$ cat src/rtl/core/mtcsi_pkg.sv
// ----------------------------------------------------------------------------
// mtcsi_pkg
// Shared types, constants and helpers of the multi-threshold CSI compare block.
// ----------------------------------------------------------------------------
package mtcsi_pkg;

    localparam int SLOTS       = 4;
    localparam int SLOT_W      = $clog2(SLOTS);
    localparam int SLOT_IDX_W  = $clog2(2 * SLOTS);
    localparam int SAMPLE_W    = 16;
    localparam int WEIGHT_W    = 16;
    localparam int CSI_W       = 16;
    localparam int CSI_FRAC    = 15;
    localparam int TOTAL_W     = 18;
    localparam int PROD_W      = CSI_W + WEIGHT_W;
    localparam int ACC_W       = PROD_W + SLOT_W;
    localparam int DIGIT_W     = 4;
    localparam int NUM_DIGITS  = SAMPLE_W / DIGIT_W;
    localparam int DCNT_W      = $clog2(NUM_DIGITS);
    localparam int CFG_IDX_W   = 3;
    localparam int CFG_DATA_W  = 16;

    localparam int DEF_NUM_THRESHOLDS   = 4;
    localparam int DEF_POINT_COUNT_LOG2 = 20;

    localparam logic [WEIGHT_W-1:0] WEIGHT0_RESET = WEIGHT_W'(4096);

    typedef logic [SLOTS-1:0][SAMPLE_W-1:0] thr_vec_t;

    typedef struct packed {
        logic [SLOTS-1:0] obs;
        logic [SLOTS-1:0] plain;
        logic [SLOTS-1:0] adj;
    } yes_flags_t;

    typedef enum logic [CFG_IDX_W-1:0] {
        REG_THRESHOLD_0,
        REG_THRESHOLD_1,
        REG_THRESHOLD_2,
        REG_THRESHOLD_3,
        REG_WEIGHT_0,
        REG_WEIGHT_1,
        REG_WEIGHT_2,
        REG_WEIGHT_3
    } cfg_reg_t;

    typedef enum logic [2:0] {
        ST_IDLE,
        ST_CMP,
        ST_DIV_START,
        ST_DIV,
        ST_MUL,
        ST_ACC,
        ST_NEXT,
        ST_OUT
    } state_t;

    typedef struct packed {
        logic s_ready;
        logic cmp_start;
        logic cnt_upd;
        logic div_start;
        logic csi_wr;
        logic mul_en;
        logic acc_en;
        logic slot_inc;
        logic out_load;
    } ctrl_t;

    // one digit of a serial greater-than, the top digit carries the sign
    function automatic logic dig_gt(
        input logic [DIGIT_W-1:0] a,
        input logic [DIGIT_W-1:0] b,
        input logic               top
    );
        logic res;
        if (top) begin
            res = $signed(a) > $signed(b);
        end else begin
            res = a > b;
        end
        return res;
    endfunction

endpackage

$ cat src/rtl/core/mtcsi_cmp.sv
// ----------------------------------------------------------------------------
// mtcsi_cmp
// Digit-serial compare of observation and both forecasts against all
// thresholds, least significant digit first.
// ----------------------------------------------------------------------------
module mtcsi_cmp (
    input  logic                                 aclk,
    input  logic                                 aresetn,
    input  logic                                 start,
    input  logic [mtcsi_pkg::SAMPLE_W-1:0]       obs_value,
    input  logic                                 obs_valid,
    input  logic [mtcsi_pkg::SAMPLE_W-1:0]       plain_value,
    input  logic                                 plain_valid,
    input  logic [mtcsi_pkg::SAMPLE_W-1:0]       adjusted_value,
    input  logic                                 adjusted_valid,
    input  mtcsi_pkg::thr_vec_t                  thr,
    output logic                                 done,
    output mtcsi_pkg::yes_flags_t                yes
);

    localparam int SLOTS   = mtcsi_pkg::SLOTS;
    localparam int DIGIT_W = mtcsi_pkg::DIGIT_W;
    localparam int DCNT_W  = mtcsi_pkg::DCNT_W;

    logic                              busy_reg;
    logic                              done_reg;
    logic [DCNT_W-1:0]                 dig_cnt_reg;
    logic [mtcsi_pkg::SAMPLE_W-1:0]    sh_obs_reg;
    logic [mtcsi_pkg::SAMPLE_W-1:0]    sh_plain_reg;
    logic [mtcsi_pkg::SAMPLE_W-1:0]    sh_adj_reg;
    mtcsi_pkg::thr_vec_t               sh_thr_reg;
    logic                              vld_obs_reg;
    logic                              vld_plain_reg;
    logic                              vld_adj_reg;
    logic [SLOTS-1:0]                  gt_obs_reg;
    logic [SLOTS-1:0]                  gt_plain_reg;
    logic [SLOTS-1:0]                  gt_adj_reg;
    logic [SLOTS-1:0]                  gt_obs_next;
    logic [SLOTS-1:0]                  gt_plain_next;
    logic [SLOTS-1:0]                  gt_adj_next;
    mtcsi_pkg::yes_flags_t             yes_reg;
    logic                              top_dig;

    assign top_dig = (dig_cnt_reg == DCNT_W'(mtcsi_pkg::NUM_DIGITS - 1));

    always_comb begin
        logic [DIGIT_W-1:0] td;
        td = '0;
        for (int t = 0; t < SLOTS; t++) begin
            td = sh_thr_reg[t][DIGIT_W-1:0];
            gt_obs_next[t] = mtcsi_pkg::dig_gt(sh_obs_reg[DIGIT_W-1:0], td, top_dig)
                | ((sh_obs_reg[DIGIT_W-1:0] == td) & gt_obs_reg[t]);
            gt_plain_next[t] = mtcsi_pkg::dig_gt(sh_plain_reg[DIGIT_W-1:0], td, top_dig)
                | ((sh_plain_reg[DIGIT_W-1:0] == td) & gt_plain_reg[t]);
            gt_adj_next[t] = mtcsi_pkg::dig_gt(sh_adj_reg[DIGIT_W-1:0], td, top_dig)
                | ((sh_adj_reg[DIGIT_W-1:0] == td) & gt_adj_reg[t]);
        end
    end

    always_ff @(posedge aclk) begin
        if (!aresetn) begin
            busy_reg    <= 1'b0;
            done_reg    <= 1'b0;
            dig_cnt_reg <= '0;
        end else begin
            done_reg <= 1'b0;
            if (start) begin
                busy_reg    <= 1'b1;
                dig_cnt_reg <= '0;
            end else if (busy_reg) begin
                dig_cnt_reg <= dig_cnt_reg + 1'b1;
                if (top_dig) begin
                    busy_reg <= 1'b0;
                    done_reg <= 1'b1;
                end
            end
        end
    end

    always_ff @(posedge aclk) begin
        if (start) begin
            sh_obs_reg    <= obs_value;
            sh_plain_reg  <= plain_value;
            sh_adj_reg    <= adjusted_value;
            sh_thr_reg    <= thr;
            vld_obs_reg   <= obs_valid;
            vld_plain_reg <= plain_valid;
            vld_adj_reg   <= adjusted_valid;
            gt_obs_reg    <= '0;
            gt_plain_reg  <= '0;
            gt_adj_reg    <= '0;
        end else if (busy_reg) begin
            sh_obs_reg   <= sh_obs_reg >> DIGIT_W;
            sh_plain_reg <= sh_plain_reg >> DIGIT_W;
            sh_adj_reg   <= sh_adj_reg >> DIGIT_W;
            for (int t = 0; t < SLOTS; t++) begin
                sh_thr_reg[t] <= sh_thr_reg[t] >> DIGIT_W;
            end
            gt_obs_reg   <= gt_obs_next;
            gt_plain_reg <= gt_plain_next;
            gt_adj_reg   <= gt_adj_next;
            if (top_dig) begin
                yes_reg.obs   <= gt_obs_next & {SLOTS{vld_obs_reg}};
                yes_reg.plain <= gt_plain_next & {SLOTS{vld_plain_reg}};
                yes_reg.adj   <= gt_adj_next & {SLOTS{vld_adj_reg}};
            end
        end
    end

    assign done = done_reg;
    assign yes  = yes_reg;

endmodule

$ cat src/rtl/core/mtcsi_div.sv
// ----------------------------------------------------------------------------
// mtcsi_div
// Restoring divider, one quotient bit per cycle: hits * 2^15 / denominator,
// zero for an empty denominator.
// ----------------------------------------------------------------------------
module mtcsi_div #(
    parameter int CNT_W = mtcsi_pkg::DEF_POINT_COUNT_LOG2 + 1
) (
    input  logic                          aclk,
    input  logic                          aresetn,
    input  logic                          start,
    input  logic [CNT_W-1:0]              hits,
    input  logic [CNT_W+1:0]              den,
    output logic                          done,
    output logic [mtcsi_pkg::CSI_W-1:0]   quo
);

    localparam int CSI_W  = mtcsi_pkg::CSI_W;
    localparam int STEP_W = $clog2(CSI_W);

    logic                  busy_reg;
    logic                  done_reg;
    logic                  first_reg;
    logic                  zero_reg;
    logic [STEP_W-1:0]     step_reg;
    logic [CNT_W+1:0]      rem_reg;
    logic [CNT_W+1:0]      rem_next;
    logic [CNT_W+1:0]      den_reg;
    logic [CSI_W-1:0]      quo_reg;
    logic [CNT_W+2:0]      trial;
    logic [CNT_W+2:0]      diff;
    logic                  ge;

    // first step has no shift since hits never exceed the denominator
    always_comb begin
        trial    = first_reg ? {1'b0, rem_reg} : {rem_reg, 1'b0};
        diff     = trial - {1'b0, den_reg};
        ge       = trial >= {1'b0, den_reg};
        rem_next = ge ? diff[CNT_W+1:0] : trial[CNT_W+1:0];
    end

    always_ff @(posedge aclk) begin
        if (!aresetn) begin
            busy_reg <= 1'b0;
            done_reg <= 1'b0;
            step_reg <= '0;
        end else begin
            done_reg <= 1'b0;
            if (start) begin
                busy_reg <= 1'b1;
                step_reg <= '0;
            end else if (busy_reg) begin
                step_reg <= step_reg + 1'b1;
                if (step_reg == STEP_W'(CSI_W - 1)) begin
                    busy_reg <= 1'b0;
                    done_reg <= 1'b1;
                end
            end
        end
    end

    always_ff @(posedge aclk) begin
        if (start) begin
            rem_reg   <= {2'b00, hits};
            den_reg   <= den;
            zero_reg  <= (den == '0);
            first_reg <= 1'b1;
            quo_reg   <= '0;
        end else if (busy_reg) begin
            rem_reg   <= rem_next;
            first_reg <= 1'b0;
            quo_reg   <= {quo_reg[CSI_W-2:0], ge};
        end
    end

    assign done = done_reg;
    assign quo  = zero_reg ? '0 : quo_reg;

endmodule

$ cat src/rtl/core/multi_threshold_csi_compare_top.sv
// ----------------------------------------------------------------------------
// multi_threshold_csi_compare_top
// Counts hits, misses and false alarms of two forecasts at several
// thresholds over a grid and scores them by critical success index.
// ----------------------------------------------------------------------------
// Each grid point item is accepted, then compared digit-serially (4-bit
// digits of the 16-bit samples against all thresholds at once), and then
// its outcome updates the saturating counters. An item with last_point set
// then starts scoring: each of the 2*NUM_THRESHOLDS forecast/threshold pairs
// runs through one shared divider producing one quotient bit per cycle,
// followed by a multiply and accumulate. The result item is held in an
// output register, so grid points of the next grid are taken while it
// waits; a further scoring pass waits until that result is taken.
// ----------------------------------------------------------------------------
module multi_threshold_csi_compare_top #(
    parameter int NUM_THRESHOLDS   = mtcsi_pkg::DEF_NUM_THRESHOLDS,
    parameter int POINT_COUNT_LOG2 = mtcsi_pkg::DEF_POINT_COUNT_LOG2
) (
    input  logic                                aclk,
    input  logic                                aresetn,

    input  logic                                cfg_wr_en,
    input  logic [mtcsi_pkg::CFG_IDX_W-1:0]     cfg_index,
    input  logic [mtcsi_pkg::CFG_DATA_W-1:0]    cfg_wr_data,

    input  logic                                s_valid,
    output logic                                s_ready,
    input  logic signed [15:0]                  s_obs_value,
    input  logic                                s_obs_valid,
    input  logic signed [15:0]                  s_plain_value,
    input  logic                                s_plain_valid,
    input  logic signed [15:0]                  s_adjusted_value,
    input  logic                                s_adjusted_valid,
    input  logic                                s_last_point,

    output logic                                m_valid,
    input  logic                                m_ready,
    output logic [15:0]                         m_plain_csi_0,
    output logic [15:0]                         m_plain_csi_1,
    output logic [15:0]                         m_plain_csi_2,
    output logic [15:0]                         m_plain_csi_3,
    output logic [15:0]                         m_adjusted_csi_0,
    output logic [15:0]                         m_adjusted_csi_1,
    output logic [15:0]                         m_adjusted_csi_2,
    output logic [15:0]                         m_adjusted_csi_3,
    output logic [17:0]                         m_plain_total,
    output logic [17:0]                         m_adjusted_total,
    output logic                                m_prefer_adjusted
);

    localparam int SLOTS      = mtcsi_pkg::SLOTS;
    localparam int SLOT_W     = mtcsi_pkg::SLOT_W;
    localparam int SLOT_IDX_W = mtcsi_pkg::SLOT_IDX_W;
    localparam int CSI_W      = mtcsi_pkg::CSI_W;
    localparam int WEIGHT_W   = mtcsi_pkg::WEIGHT_W;
    localparam int PROD_W     = mtcsi_pkg::PROD_W;
    localparam int ACC_W      = mtcsi_pkg::ACC_W;
    localparam int TOTAL_W    = mtcsi_pkg::TOTAL_W;
    localparam int CNT_W      = POINT_COUNT_LOG2 + 1;

    mtcsi_pkg::state_t          state_reg;
    mtcsi_pkg::state_t          state_next;
    mtcsi_pkg::ctrl_t           ctrl;

    mtcsi_pkg::thr_vec_t        thr_reg;
    logic [WEIGHT_W-1:0]        weight_reg [SLOTS];

    logic [CNT_W-1:0]           hit_reg  [2*SLOTS];
    logic [CNT_W-1:0]           miss_reg [2*SLOTS];
    logic [CNT_W-1:0]           fa_reg   [2*SLOTS];
    logic [CNT_W-1:0]           hit_next  [2*SLOTS];
    logic [CNT_W-1:0]           miss_next [2*SLOTS];
    logic [CNT_W-1:0]           fa_next   [2*SLOTS];

    logic                       last_reg;
    logic [SLOT_IDX_W-1:0]      slot_reg;
    logic [SLOT_W-1:0]          slot_t;
    logic                       skip;
    logic [CSI_W-1:0]           csi_reg [2*SLOTS];
    logic [PROD_W-1:0]          prod_reg;
    logic [ACC_W-1:0]           acc_reg [2];

    logic                       m_valid_reg;
    logic                       out_free;
    logic [CSI_W-1:0]           out_csi_reg [2*SLOTS];
    logic [TOTAL_W-1:0]         out_ptot_reg;
    logic [TOTAL_W-1:0]         out_atot_reg;
    logic                       out_pref_reg;

    logic                       cmp_done;
    mtcsi_pkg::yes_flags_t      yes;
    logic                       div_done;
    logic [CSI_W-1:0]           div_quo;
    logic [CNT_W+1:0]           den;

    // ---------------------------------------------------------------- config
    always_ff @(posedge aclk) begin
        if (!aresetn) begin
            thr_reg <= '0;
            for (int t = 0; t < SLOTS; t++) begin
                weight_reg[t] <= (t == 0) ? mtcsi_pkg::WEIGHT0_RESET : '0;
            end
        end else if (cfg_wr_en) begin
            unique case (mtcsi_pkg::cfg_reg_t'(cfg_index)) inside
                mtcsi_pkg::REG_THRESHOLD_0, mtcsi_pkg::REG_THRESHOLD_1,
                mtcsi_pkg::REG_THRESHOLD_2, mtcsi_pkg::REG_THRESHOLD_3: begin
                    thr_reg[cfg_index[SLOT_W-1:0]] <= cfg_wr_data;
                end
                mtcsi_pkg::REG_WEIGHT_0, mtcsi_pkg::REG_WEIGHT_1,
                mtcsi_pkg::REG_WEIGHT_2, mtcsi_pkg::REG_WEIGHT_3: begin
                    weight_reg[cfg_index[SLOT_W-1:0]] <= cfg_wr_data;
                end
                default: begin
                end
            endcase
        end
    end

    // ---------------------------------------------------------------- units
    mtcsi_cmp u_cmp (
        .aclk           (aclk),
        .aresetn        (aresetn),
        .start          (ctrl.cmp_start),
        .obs_value      (s_obs_value),
        .obs_valid      (s_obs_valid),
        .plain_value    (s_plain_value),
        .plain_valid    (s_plain_valid),
        .adjusted_value (s_adjusted_value),
        .adjusted_valid (s_adjusted_valid),
        .thr            (thr_reg),
        .done           (cmp_done),
        .yes            (yes)
    );

    assign den = {2'b00, hit_reg[slot_reg]} + {2'b00, miss_reg[slot_reg]}
               + {2'b00, fa_reg[slot_reg]};

    mtcsi_div #(
        .CNT_W (CNT_W)
    ) u_div (
        .aclk    (aclk),
        .aresetn (aresetn),
        .start   (ctrl.div_start),
        .hits    (hit_reg[slot_reg]),
        .den     (den),
        .done    (div_done),
        .quo     (div_quo)
    );

    // ---------------------------------------------------------------- fsm
    assign slot_t   = slot_reg[SLOT_W-1:0];
    assign skip     = (32'(slot_t) >= NUM_THRESHOLDS);
    assign out_free = !m_valid_reg || m_ready;

    always_comb begin
        state_next = state_reg;
        unique case (state_reg)
            mtcsi_pkg::ST_IDLE: begin
                if (s_valid) state_next = mtcsi_pkg::ST_CMP;
            end
            mtcsi_pkg::ST_CMP: begin
                if (cmp_done) begin
                    state_next = last_reg ? mtcsi_pkg::ST_DIV_START : mtcsi_pkg::ST_IDLE;
                end
            end
            mtcsi_pkg::ST_DIV_START: begin
                state_next = skip ? mtcsi_pkg::ST_NEXT : mtcsi_pkg::ST_DIV;
            end
            mtcsi_pkg::ST_DIV: begin
                if (div_done) state_next = mtcsi_pkg::ST_MUL;
            end
            mtcsi_pkg::ST_MUL: begin
                state_next = mtcsi_pkg::ST_ACC;
            end
            mtcsi_pkg::ST_ACC: begin
                state_next = mtcsi_pkg::ST_NEXT;
            end
            mtcsi_pkg::ST_NEXT: begin
                if (slot_reg == SLOT_IDX_W'(2 * SLOTS - 1)) begin
                    state_next = mtcsi_pkg::ST_OUT;
                end else begin
                    state_next = mtcsi_pkg::ST_DIV_START;
                end
            end
            mtcsi_pkg::ST_OUT: begin
                if (out_free) state_next = mtcsi_pkg::ST_IDLE;
            end
            default: state_next = mtcsi_pkg::ST_IDLE;
        endcase
    end

    always_comb begin
        ctrl = '0;
        unique case (state_reg)
            mtcsi_pkg::ST_IDLE: begin
                ctrl.s_ready   = 1'b1;
                ctrl.cmp_start = s_valid;
            end
            mtcsi_pkg::ST_CMP: begin
                ctrl.cnt_upd = cmp_done;
            end
            mtcsi_pkg::ST_DIV_START: begin
                ctrl.div_start = !skip;
                ctrl.csi_wr    = skip;
            end
            mtcsi_pkg::ST_DIV: begin
                ctrl.csi_wr = div_done;
            end
            mtcsi_pkg::ST_MUL: begin
                ctrl.mul_en = 1'b1;
            end
            mtcsi_pkg::ST_ACC: begin
                ctrl.acc_en = 1'b1;
            end
            mtcsi_pkg::ST_NEXT: begin
                ctrl.slot_inc = 1'b1;
            end
            mtcsi_pkg::ST_OUT: begin
                ctrl.out_load = out_free;
            end
            default: begin
            end
        endcase
    end

    always_ff @(posedge aclk) begin
        if (!aresetn) begin
            state_reg <= mtcsi_pkg::ST_IDLE;
        end else begin
            state_reg <= state_next;
        end
    end

    // ---------------------------------------------------------------- counters
    always_comb begin
        logic oyes;
        logic fyes;
        oyes = 1'b0;
        fyes = 1'b0;
        for (int s = 0; s < 2 * SLOTS; s++) begin
            hit_next[s]  = hit_reg[s];
            miss_next[s] = miss_reg[s];
            fa_next[s]   = fa_reg[s];
            oyes = yes.obs[s % SLOTS];
            fyes = (s < SLOTS) ? yes.plain[s % SLOTS] : yes.adj[s % SLOTS];
            if (ctrl.out_load) begin
                hit_next[s]  = '0;
                miss_next[s] = '0;
                fa_next[s]   = '0;
            end else if (ctrl.cnt_upd && ((s % SLOTS) < NUM_THRESHOLDS)) begin
                // counters stick at all ones
                if (oyes && fyes) begin
                    if (hit_reg[s] != '1) hit_next[s] = hit_reg[s] + 1'b1;
                end else if (oyes) begin
                    if (miss_reg[s] != '1) miss_next[s] = miss_reg[s] + 1'b1;
                end else if (fyes) begin
                    if (fa_reg[s] != '1) fa_next[s] = fa_reg[s] + 1'b1;
                end
            end
        end
    end

    always_ff @(posedge aclk) begin
        if (!aresetn) begin
            for (int s = 0; s < 2 * SLOTS; s++) begin
                hit_reg[s]  <= '0;
                miss_reg[s] <= '0;
                fa_reg[s]   <= '0;
            end
        end else begin
            hit_reg  <= hit_next;
            miss_reg <= miss_next;
            fa_reg   <= fa_next;
        end
    end

    // ---------------------------------------------------------------- scoring
    always_ff @(posedge aclk) begin
        if (!aresetn) begin
            last_reg   <= 1'b0;
            slot_reg   <= '0;
            acc_reg[0] <= '0;
            acc_reg[1] <= '0;
        end else begin
            if (ctrl.cmp_start) last_reg <= s_last_point;
            if (ctrl.slot_inc) slot_reg <= slot_reg + 1'b1;
            if (ctrl.acc_en) begin
                acc_reg[slot_reg[SLOT_W]] <= acc_reg[slot_reg[SLOT_W]] + ACC_W'(prod_reg);
            end else if (ctrl.out_load) begin
                acc_reg[0] <= '0;
                acc_reg[1] <= '0;
            end
        end
    end

    always_ff @(posedge aclk) begin
        if (ctrl.csi_wr) csi_reg[slot_reg] <= skip ? '0 : div_quo;
        if (ctrl.mul_en) prod_reg <= PROD_W'(div_quo) * PROD_W'(weight_reg[slot_t]);
    end

    // ---------------------------------------------------------------- output
    always_ff @(posedge aclk) begin
        if (!aresetn) begin
            m_valid_reg <= 1'b0;
        end else if (ctrl.out_load) begin
            m_valid_reg <= 1'b1;
        end else if (m_ready) begin
            m_valid_reg <= 1'b0;
        end
    end

    always_ff @(posedge aclk) begin
        if (ctrl.out_load) begin
            out_csi_reg  <= csi_reg;
            out_ptot_reg <= acc_reg[0][mtcsi_pkg::CSI_FRAC +: TOTAL_W];
            out_atot_reg <= acc_reg[1][mtcsi_pkg::CSI_FRAC +: TOTAL_W];
            out_pref_reg <= acc_reg[1][mtcsi_pkg::CSI_FRAC +: TOTAL_W]
                          > acc_reg[0][mtcsi_pkg::CSI_FRAC +: TOTAL_W];
        end
    end

    // no item is taken while reset is held
    assign s_ready           = ctrl.s_ready && aresetn;
    assign m_valid           = m_valid_reg;
    assign m_plain_csi_0     = out_csi_reg[0];
    assign m_plain_csi_1     = out_csi_reg[1];
    assign m_plain_csi_2     = out_csi_reg[2];
    assign m_plain_csi_3     = out_csi_reg[3];
    assign m_adjusted_csi_0  = out_csi_reg[SLOTS + 0];
    assign m_adjusted_csi_1  = out_csi_reg[SLOTS + 1];
    assign m_adjusted_csi_2  = out_csi_reg[SLOTS + 2];
    assign m_adjusted_csi_3  = out_csi_reg[SLOTS + 3];
    assign m_plain_total     = out_ptot_reg;
    assign m_adjusted_total  = out_atot_reg;
    assign m_prefer_adjusted = out_pref_reg;

endmodule

$ cat config.mk
export PLATFORM = sky130hd
export DESIGN_NAME = multi_threshold_csi_compare_top
export DESIGN_NICKNAME = d
export VERILOG_FILES = /design/src/rtl/core/mtcsi_pkg.sv /design/src/rtl/core/mtcsi_cmp.sv /design/src/rtl/core/mtcsi_div.sv /design/src/rtl/core/multi_threshold_csi_compare_top.sv
export SDC_FILE = /design/constraint.sdc
export NUM_CORES = 2
export LEC_CHECK = 0
export ABC_AREA = 1
export BUFFER_PORTS_ARGS = -buffer_cell sky130_fd_sc_hd__buf_2
export CORE_ASPECT_RATIO = 0.8
export CORE_UTILIZATION = 46
export CTS_CLUSTER_DIAMETER = 120
export CTS_CLUSTER_SIZE = 12
export DETAILED_ROUTE_END_ITERATION = 8
export PLACE_DENSITY = 0.69
export SYNTH_ARGS = -nofsm -noshare
export SYNTH_HDL_FRONTEND = slang
export SYNTH_SLANG_ARGS = --single-unit
export TNS_END_PERCENT = 100
$ cat constraint.sdc
create_clock -name aclk -period 10.2 [get_ports aclk]
set_input_delay 1.53 -clock aclk [delete_from_list [all_inputs] [get_ports aclk]]
set_output_delay 1.53 -clock aclk [all_outputs]
set_load 0.05 [all_outputs]
Word level (Yosys, flattened, before mapping)
Memory sizes are Yosys's and may differ from the RTL's. A register that Yosys moved wholly into a read port is not among the register bits.
Index checks and enable logic that the tools add are counted.
{"block": "classes", "bitwise": 46, "eq_ne": 57, "add_sub_neg": 31, "n_reduce_logical": 55, "multipliers": 1, "n_lt_le_gt_ge": 30, "muxes": 89}
{"operator": "$add A21 B1 Y21 const B", "n": 24}
{"operator": "$ne A21 B21 Y1 const B", "n": 24}
{"operator": "$bmux W21 S3", "n": 3}
{"operator": "$mux W21", "n": 8}
{"operator": "$mux W16", "n": 10}
{"operator": "$bwmux W128", "n": 1}
{"operator": "$mux W64", "n": 2}
{"operator": "$mux W34", "n": 3}
{"operator": "$gt A4 B4 Y1", "n": 24}
{"operator": "$bwmux W64", "n": 1}
{"operator": "$demux W16 S3", "n": 1}
{"operator": "$eq A4 B4 Y1", "n": 12}
{"operator": "$mux W1", "n": 46}
{"operator": "$reduce_and A5 Y1", "n": 8}
{"operator": "$reduce_and A4 Y1", "n": 9}
{"operator": "$add A34 B32 Y34", "n": 1}
{"operator": "$reduce_or A34 Y1", "n": 1}
{"operator": "$demux W16 S2", "n": 1}
{"operator": "$mul A16 B16 Y32", "n": 1}
{"operator": "$eq A3 B3 Y1 const B", "n": 9}
{"operator": "$reduce_and A3 Y1", "n": 9}
{"operator": "$ge A24 B23 Y1", "n": 1}
{"operator": "$mux W24", "n": 1}
{"operator": "$pmux W3 S8", "n": 1}
{"operator": "other kinds (36)", "n": 108}
{"block": "totals", "input_bits": 76, "register_bits": 1114, "mem_count": 2, "output_inout_bits": 167, "elab_cells": 391, "ramBits": 132}
{"memory": "acc_reg", "depth": 2, "width": 34, "rd": 3, "rd_ports_with_merged_regs": 1, "write_ports": 2, "line": "multi_threshold_csi_compare_top.sv:81", "rtl": "logic [ACC_W-1:0] acc_reg [2];"}
{"memory": "weight_reg", "depth": 4, "width": 16, "rd": 1, "rd_ports_with_merged_regs": 1, "write_ports": 4, "line": "multi_threshold_csi_compare_top.sv:66", "rtl": "logic [WEIGHT_W-1:0] weight_reg [SLOTS];"}

Depth between registers and ports, before layout
{"block": "depth", "ltp_word": 9, "mapped_depth": 31, "ltp_nobuf": 29}

Cells and area by module
Synthesis repeated with hierarchy kept, for this count alone.
{"block": "hier_totals", "cells_unflattened": 9789, "area_unflattened_um2": 75067.0}
{"module": "multi_threshold_csi_compare_top", "cells_each": 8254, "n_inst": 1, "seq_area_each_um2": 25254.2, "area_each_um2": 62777.7}
{"module": "mtcsi_cmp", "cells_each": 824, "n_inst": 1, "seq_area_each_um2": 4134.0, "area_each_um2": 7292.0}
{"module": "mtcsi_div", "cells_each": 711, "n_inst": 1, "seq_area_each_um2": 1851.8, "area_each_um2": 4997.3}

Worst setup path after synthesis
Ideal clock, no wire load.
{"block": "synth_timing", "path_type": "input -> register", "start": "input port m_ready", "end": "memory acc_reg[0][0] (netlist name), enable pin", "setup_slack_ns": -0.359, "t_arrival_ns": 10.169, "setup_ns": 0.391, "cell_stages": 6, "required_ns": 9.809, "path_buffers": 2, "path_cell_list": "nor2_1 > nor2_1 > nor2_2 > buf_2 > buf_1 > nand2_1"}
{"element": "start: declaration", "line": "multi_threshold_csi_compare_top.sv:37", "rtl": "input logic m_ready,"}
{"element": "end: declaration", "line": "multi_threshold_csi_compare_top.sv:81"}

==> impl_metrics.env <==
export IMPL_die_h_um=357
export IMPL_crit_path_start_kind="flop"
export IMPL_antenna_found_initial=8
export IMPL_htreeDepth=3
export IMPL_holdBufCountCts=0
export IMPL_grt_pass1_wl_um=336000
export IMPL_outcome="finished clean"
export IMPL_grt_pass1_vias=58220
export IMPL_ios=243
export IMPL_layout_min_cycle_time_ps=7630
export IMPL_ant_nets=0
export IMPL_critPathRequiredTime_ps=10710
export IMPL_cp_max_fo=33
export IMPL_yosys_area_top_type="edfxtp_1"
export IMPL_wl_per_cell_um=19.5
export IMPL_dr_pass1_iters=6
export IMPL_clockBufferDepth=3
export IMPL_synthTopCellsByArea="edfxtp_1 (26%), dfxtp_1 (17%), nand2_1 (10%)"
export IMPL_synthMuxAreaShare=0.00232
export IMPL_wl_um=218000
export IMPL_syn_nets=9463
export IMPL_grt_max_degree=154
export IMPL_cp_arrival_ps=8140
export IMPL_final_common_cell="nand2_1"
export IMPL_fin_area_um2=78800
export IMPL_relSlewSlack=0.182
export IMPL_drive_gt1_frac=0.0662
export IMPL_drt_iter0_markers=7358
export IMPL_fin_skew_ps=60.8
export IMPL_grt_use_total=0.268
export IMPL_synth_compound_area_share=0.110
export IMPL_port_buffer_count=242
export IMPL_synth_edf_count=627
export IMPL_crit_type="reg2reg"
export IMPL_pwr_density_cell_nw_per_um2=195
export IMPL_coreArea_um2=155000
export IMPL_post_cts_resized=0
export IMPL_place_gp_congestion=0.989
export IMPL_synth_seq_area_share=0.431
export IMPL_ir_drop_mv=0.164
export IMPL_finalMaxSlewViolations=0
export IMPL_reg2reg_depth=23
export IMPL_gr_total_overflow=0
export IMPL_yosysWarnings=0
export IMPL_setup_tns_ps=0
export IMPL_fin_crit_sh=0.748
export IMPL_postSynthCellCount=8896
export IMPL_setup_viol=0
export IMPL_cp_end_kind="flop"
export IMPL_placement_cell_area_um2=75500
export IMPL_vias_per_cell=5.56
export IMPL_num_rows=129
export IMPL_leakage_nw=30.3
export IMPL_synth_seq_cells=1247
export IMPL_die_area_um2=159000
export IMPL_synth_xor_area_share=0.0342
export IMPL_synthAdderAreaFrac=0.107
export IMPL_synth_top_family_by_area="simple AND/OR/NAND/NOR gates"
export IMPL_clk_latency_ps=800
export IMPL_drv_cap=0
export IMPL_final_nets=9589
export IMPL_whs_path_depth=0
export IMPL_cts_tree="done"
export IMPL_cts_sinks=1247
export IMPL_synth_ff_type="edfxtp_1"
export IMPL_clk_pin_slew_ps=60
export IMPL_syn_avg_cell_area_um2=8.14
export IMPL_drc=0
export IMPL_post_cts_setup_buffers=0
export IMPL_cts_buffers=114
export IMPL_worstMarginPinSlew_ps=1220
export IMPL_hold_class="reg2reg"
export IMPL_vias=62118
export IMPL_syn_area_um2=72400
export IMPL_yosysTopAreaCellShare=0.260
export IMPL_start_util=0.466
export IMPL_max_freq_mhz=131
export IMPL_area_growth_synth_to_final_pct=8.74
export IMPL_n_antenna_cell=0
export IMPL_async_reset_ff_frac=0
export IMPL_die_x_um=446
export IMPL_hpwl_um=163000
export IMPL_yosysUniqueCellTypes=66
export IMPL_synthSimpleGateAreaFrac=0.239
export IMPL_final_cell_mix="nand2_1 (1983), inv_1 (1082), nor2_1 (883)"
export IMPL_root_buffer="clkbuf_16"
export IMPL_finalHoldViolations=0
export IMPL_rsz0062_at_grt="false"
==> through the flow <==
step | setup WS [ps] | hold slack (ps) | total power (W) | util | instances
after CTS | 2610 | 415 | 0.0154 | 0.507 | 11175
after floorplan | 2440 | 400 | 0.00994 | - | 8896
after detailed placement | 2620 | 405 | 0.0114 | 0.486 | 11002
after global routing | 1890 | 420 | 0.0163 | 0.507 | 11175
final | 2570 | 414 | 0.0153 | 0.507 | 11175
after global placement | 2730 | 400 | 0.0113 | 0.486 | 11002
==> cell usage after synthesis (5+ instances only) <==
cell	number
a22oi_1	13
clkinv_1	9
nand2_2	30
o2111ai_1	22
a221oi_1	56
nand2_1	1984
buf_4	13
a21boi_0	8
dfxtp_1	620
a21o_1	5
nand3b_1	19
buf_6	8
nor3b_1	43
nor3_1	297
nor2_4	9
xor2_1	179
nand4_1	177
clkbuf_1	169
nor2_2	14
nand3_1	358
ha_1	273
buf_1	33
o211ai_1	36
a21oi_1	672
mux2_2	14
nor2_1	894
inv_1	1083
inv_2	30
a31oi_1	25
xnor2_1	104
o21bai_1	12
or2_2	9
o21a_1	16
buf_2	66
o22ai_1	20
nor3_2	19
fa_1	218
o21ai_0	545
nor3_4	6
and3_1	18
edfxtp_1	627
nor4_1	77
nor3b_2	5
o21ai_1	15
==> power by group <==
part | internal (W) | switching, W | leakage (nW)
combinational | 0.00168 | 0.00343 | 17.9
clock | 0.00206 | 0.00195 | 1.53
sequential | 0.00599 | 0.000243 | 10.9
==> path summary, 6_finish.rpt <==
kind / startpoint / to / slack, ps
setup / recovery: flop / prod_reg[29] / 2570
hold / removal: csi_reg[62] / m_adjusted_csi_0[14] / 410
setup reg to reg: flop / prod_reg[29] / 2570
hold reg to reg: csi_reg[62] / m_adjusted_csi_0[14] / 410
==> critical path, cell delays in order (launching register included) <==
cell	delay, ps
dfxtp_1	940
inv_1	690
nand2_1	200
nand3_1	100
nand2_1	460
nor2_1	130
fa_1	560
inv_1	60
fa_1	530
inv_1	50
fa_1	520
fa_1	440
fa_1	590
inv_1	70
fa_1	530
inv_1	40
ha_1	360
a21oi_1	280
o21ai_0	180
nand2_1	120
a21oi_1	90
nor3_1	130
o21ai_0	120
xor2_1	150
==> kinds of logic (layout without fill, tap and decap cells) <==
family	after synthesis	in the layout
buffers and inverters	1414	1597
AO/OA/AOI/OAI	1464	1464
flip-flops	1247	1247
multiplexers	15	15
XOR/XNOR	283	283
adder cells (fa/ha/maj)	491	491
AND/OR/NAND/NOR	3982	3982
==> layout make-up <==
cell class / count / area [um2]
fill: 14833 / 76700
clock buffer: 164 / 3040
multi-input combinational: 6235 / 35800
sequential: 1247 / 31200
timing repair buffer: 299 / 1660
clock inverter: 9 / 174
tap: 2096 / 2620
inverter: 1125 / 4240
==> per-layer routing <==
| layer | track usage | share of wire |
|---|---|---|
| met1 | 0.402 | 0.47 |
| met2 | 0.392 | 0.42 |
| met3 | 0.0619 | 0.097 |
| met4 | 0.0552 | 0.021 |
| met5 | 0 | 0.00028 |
Power figures use the tool's default switching activity.
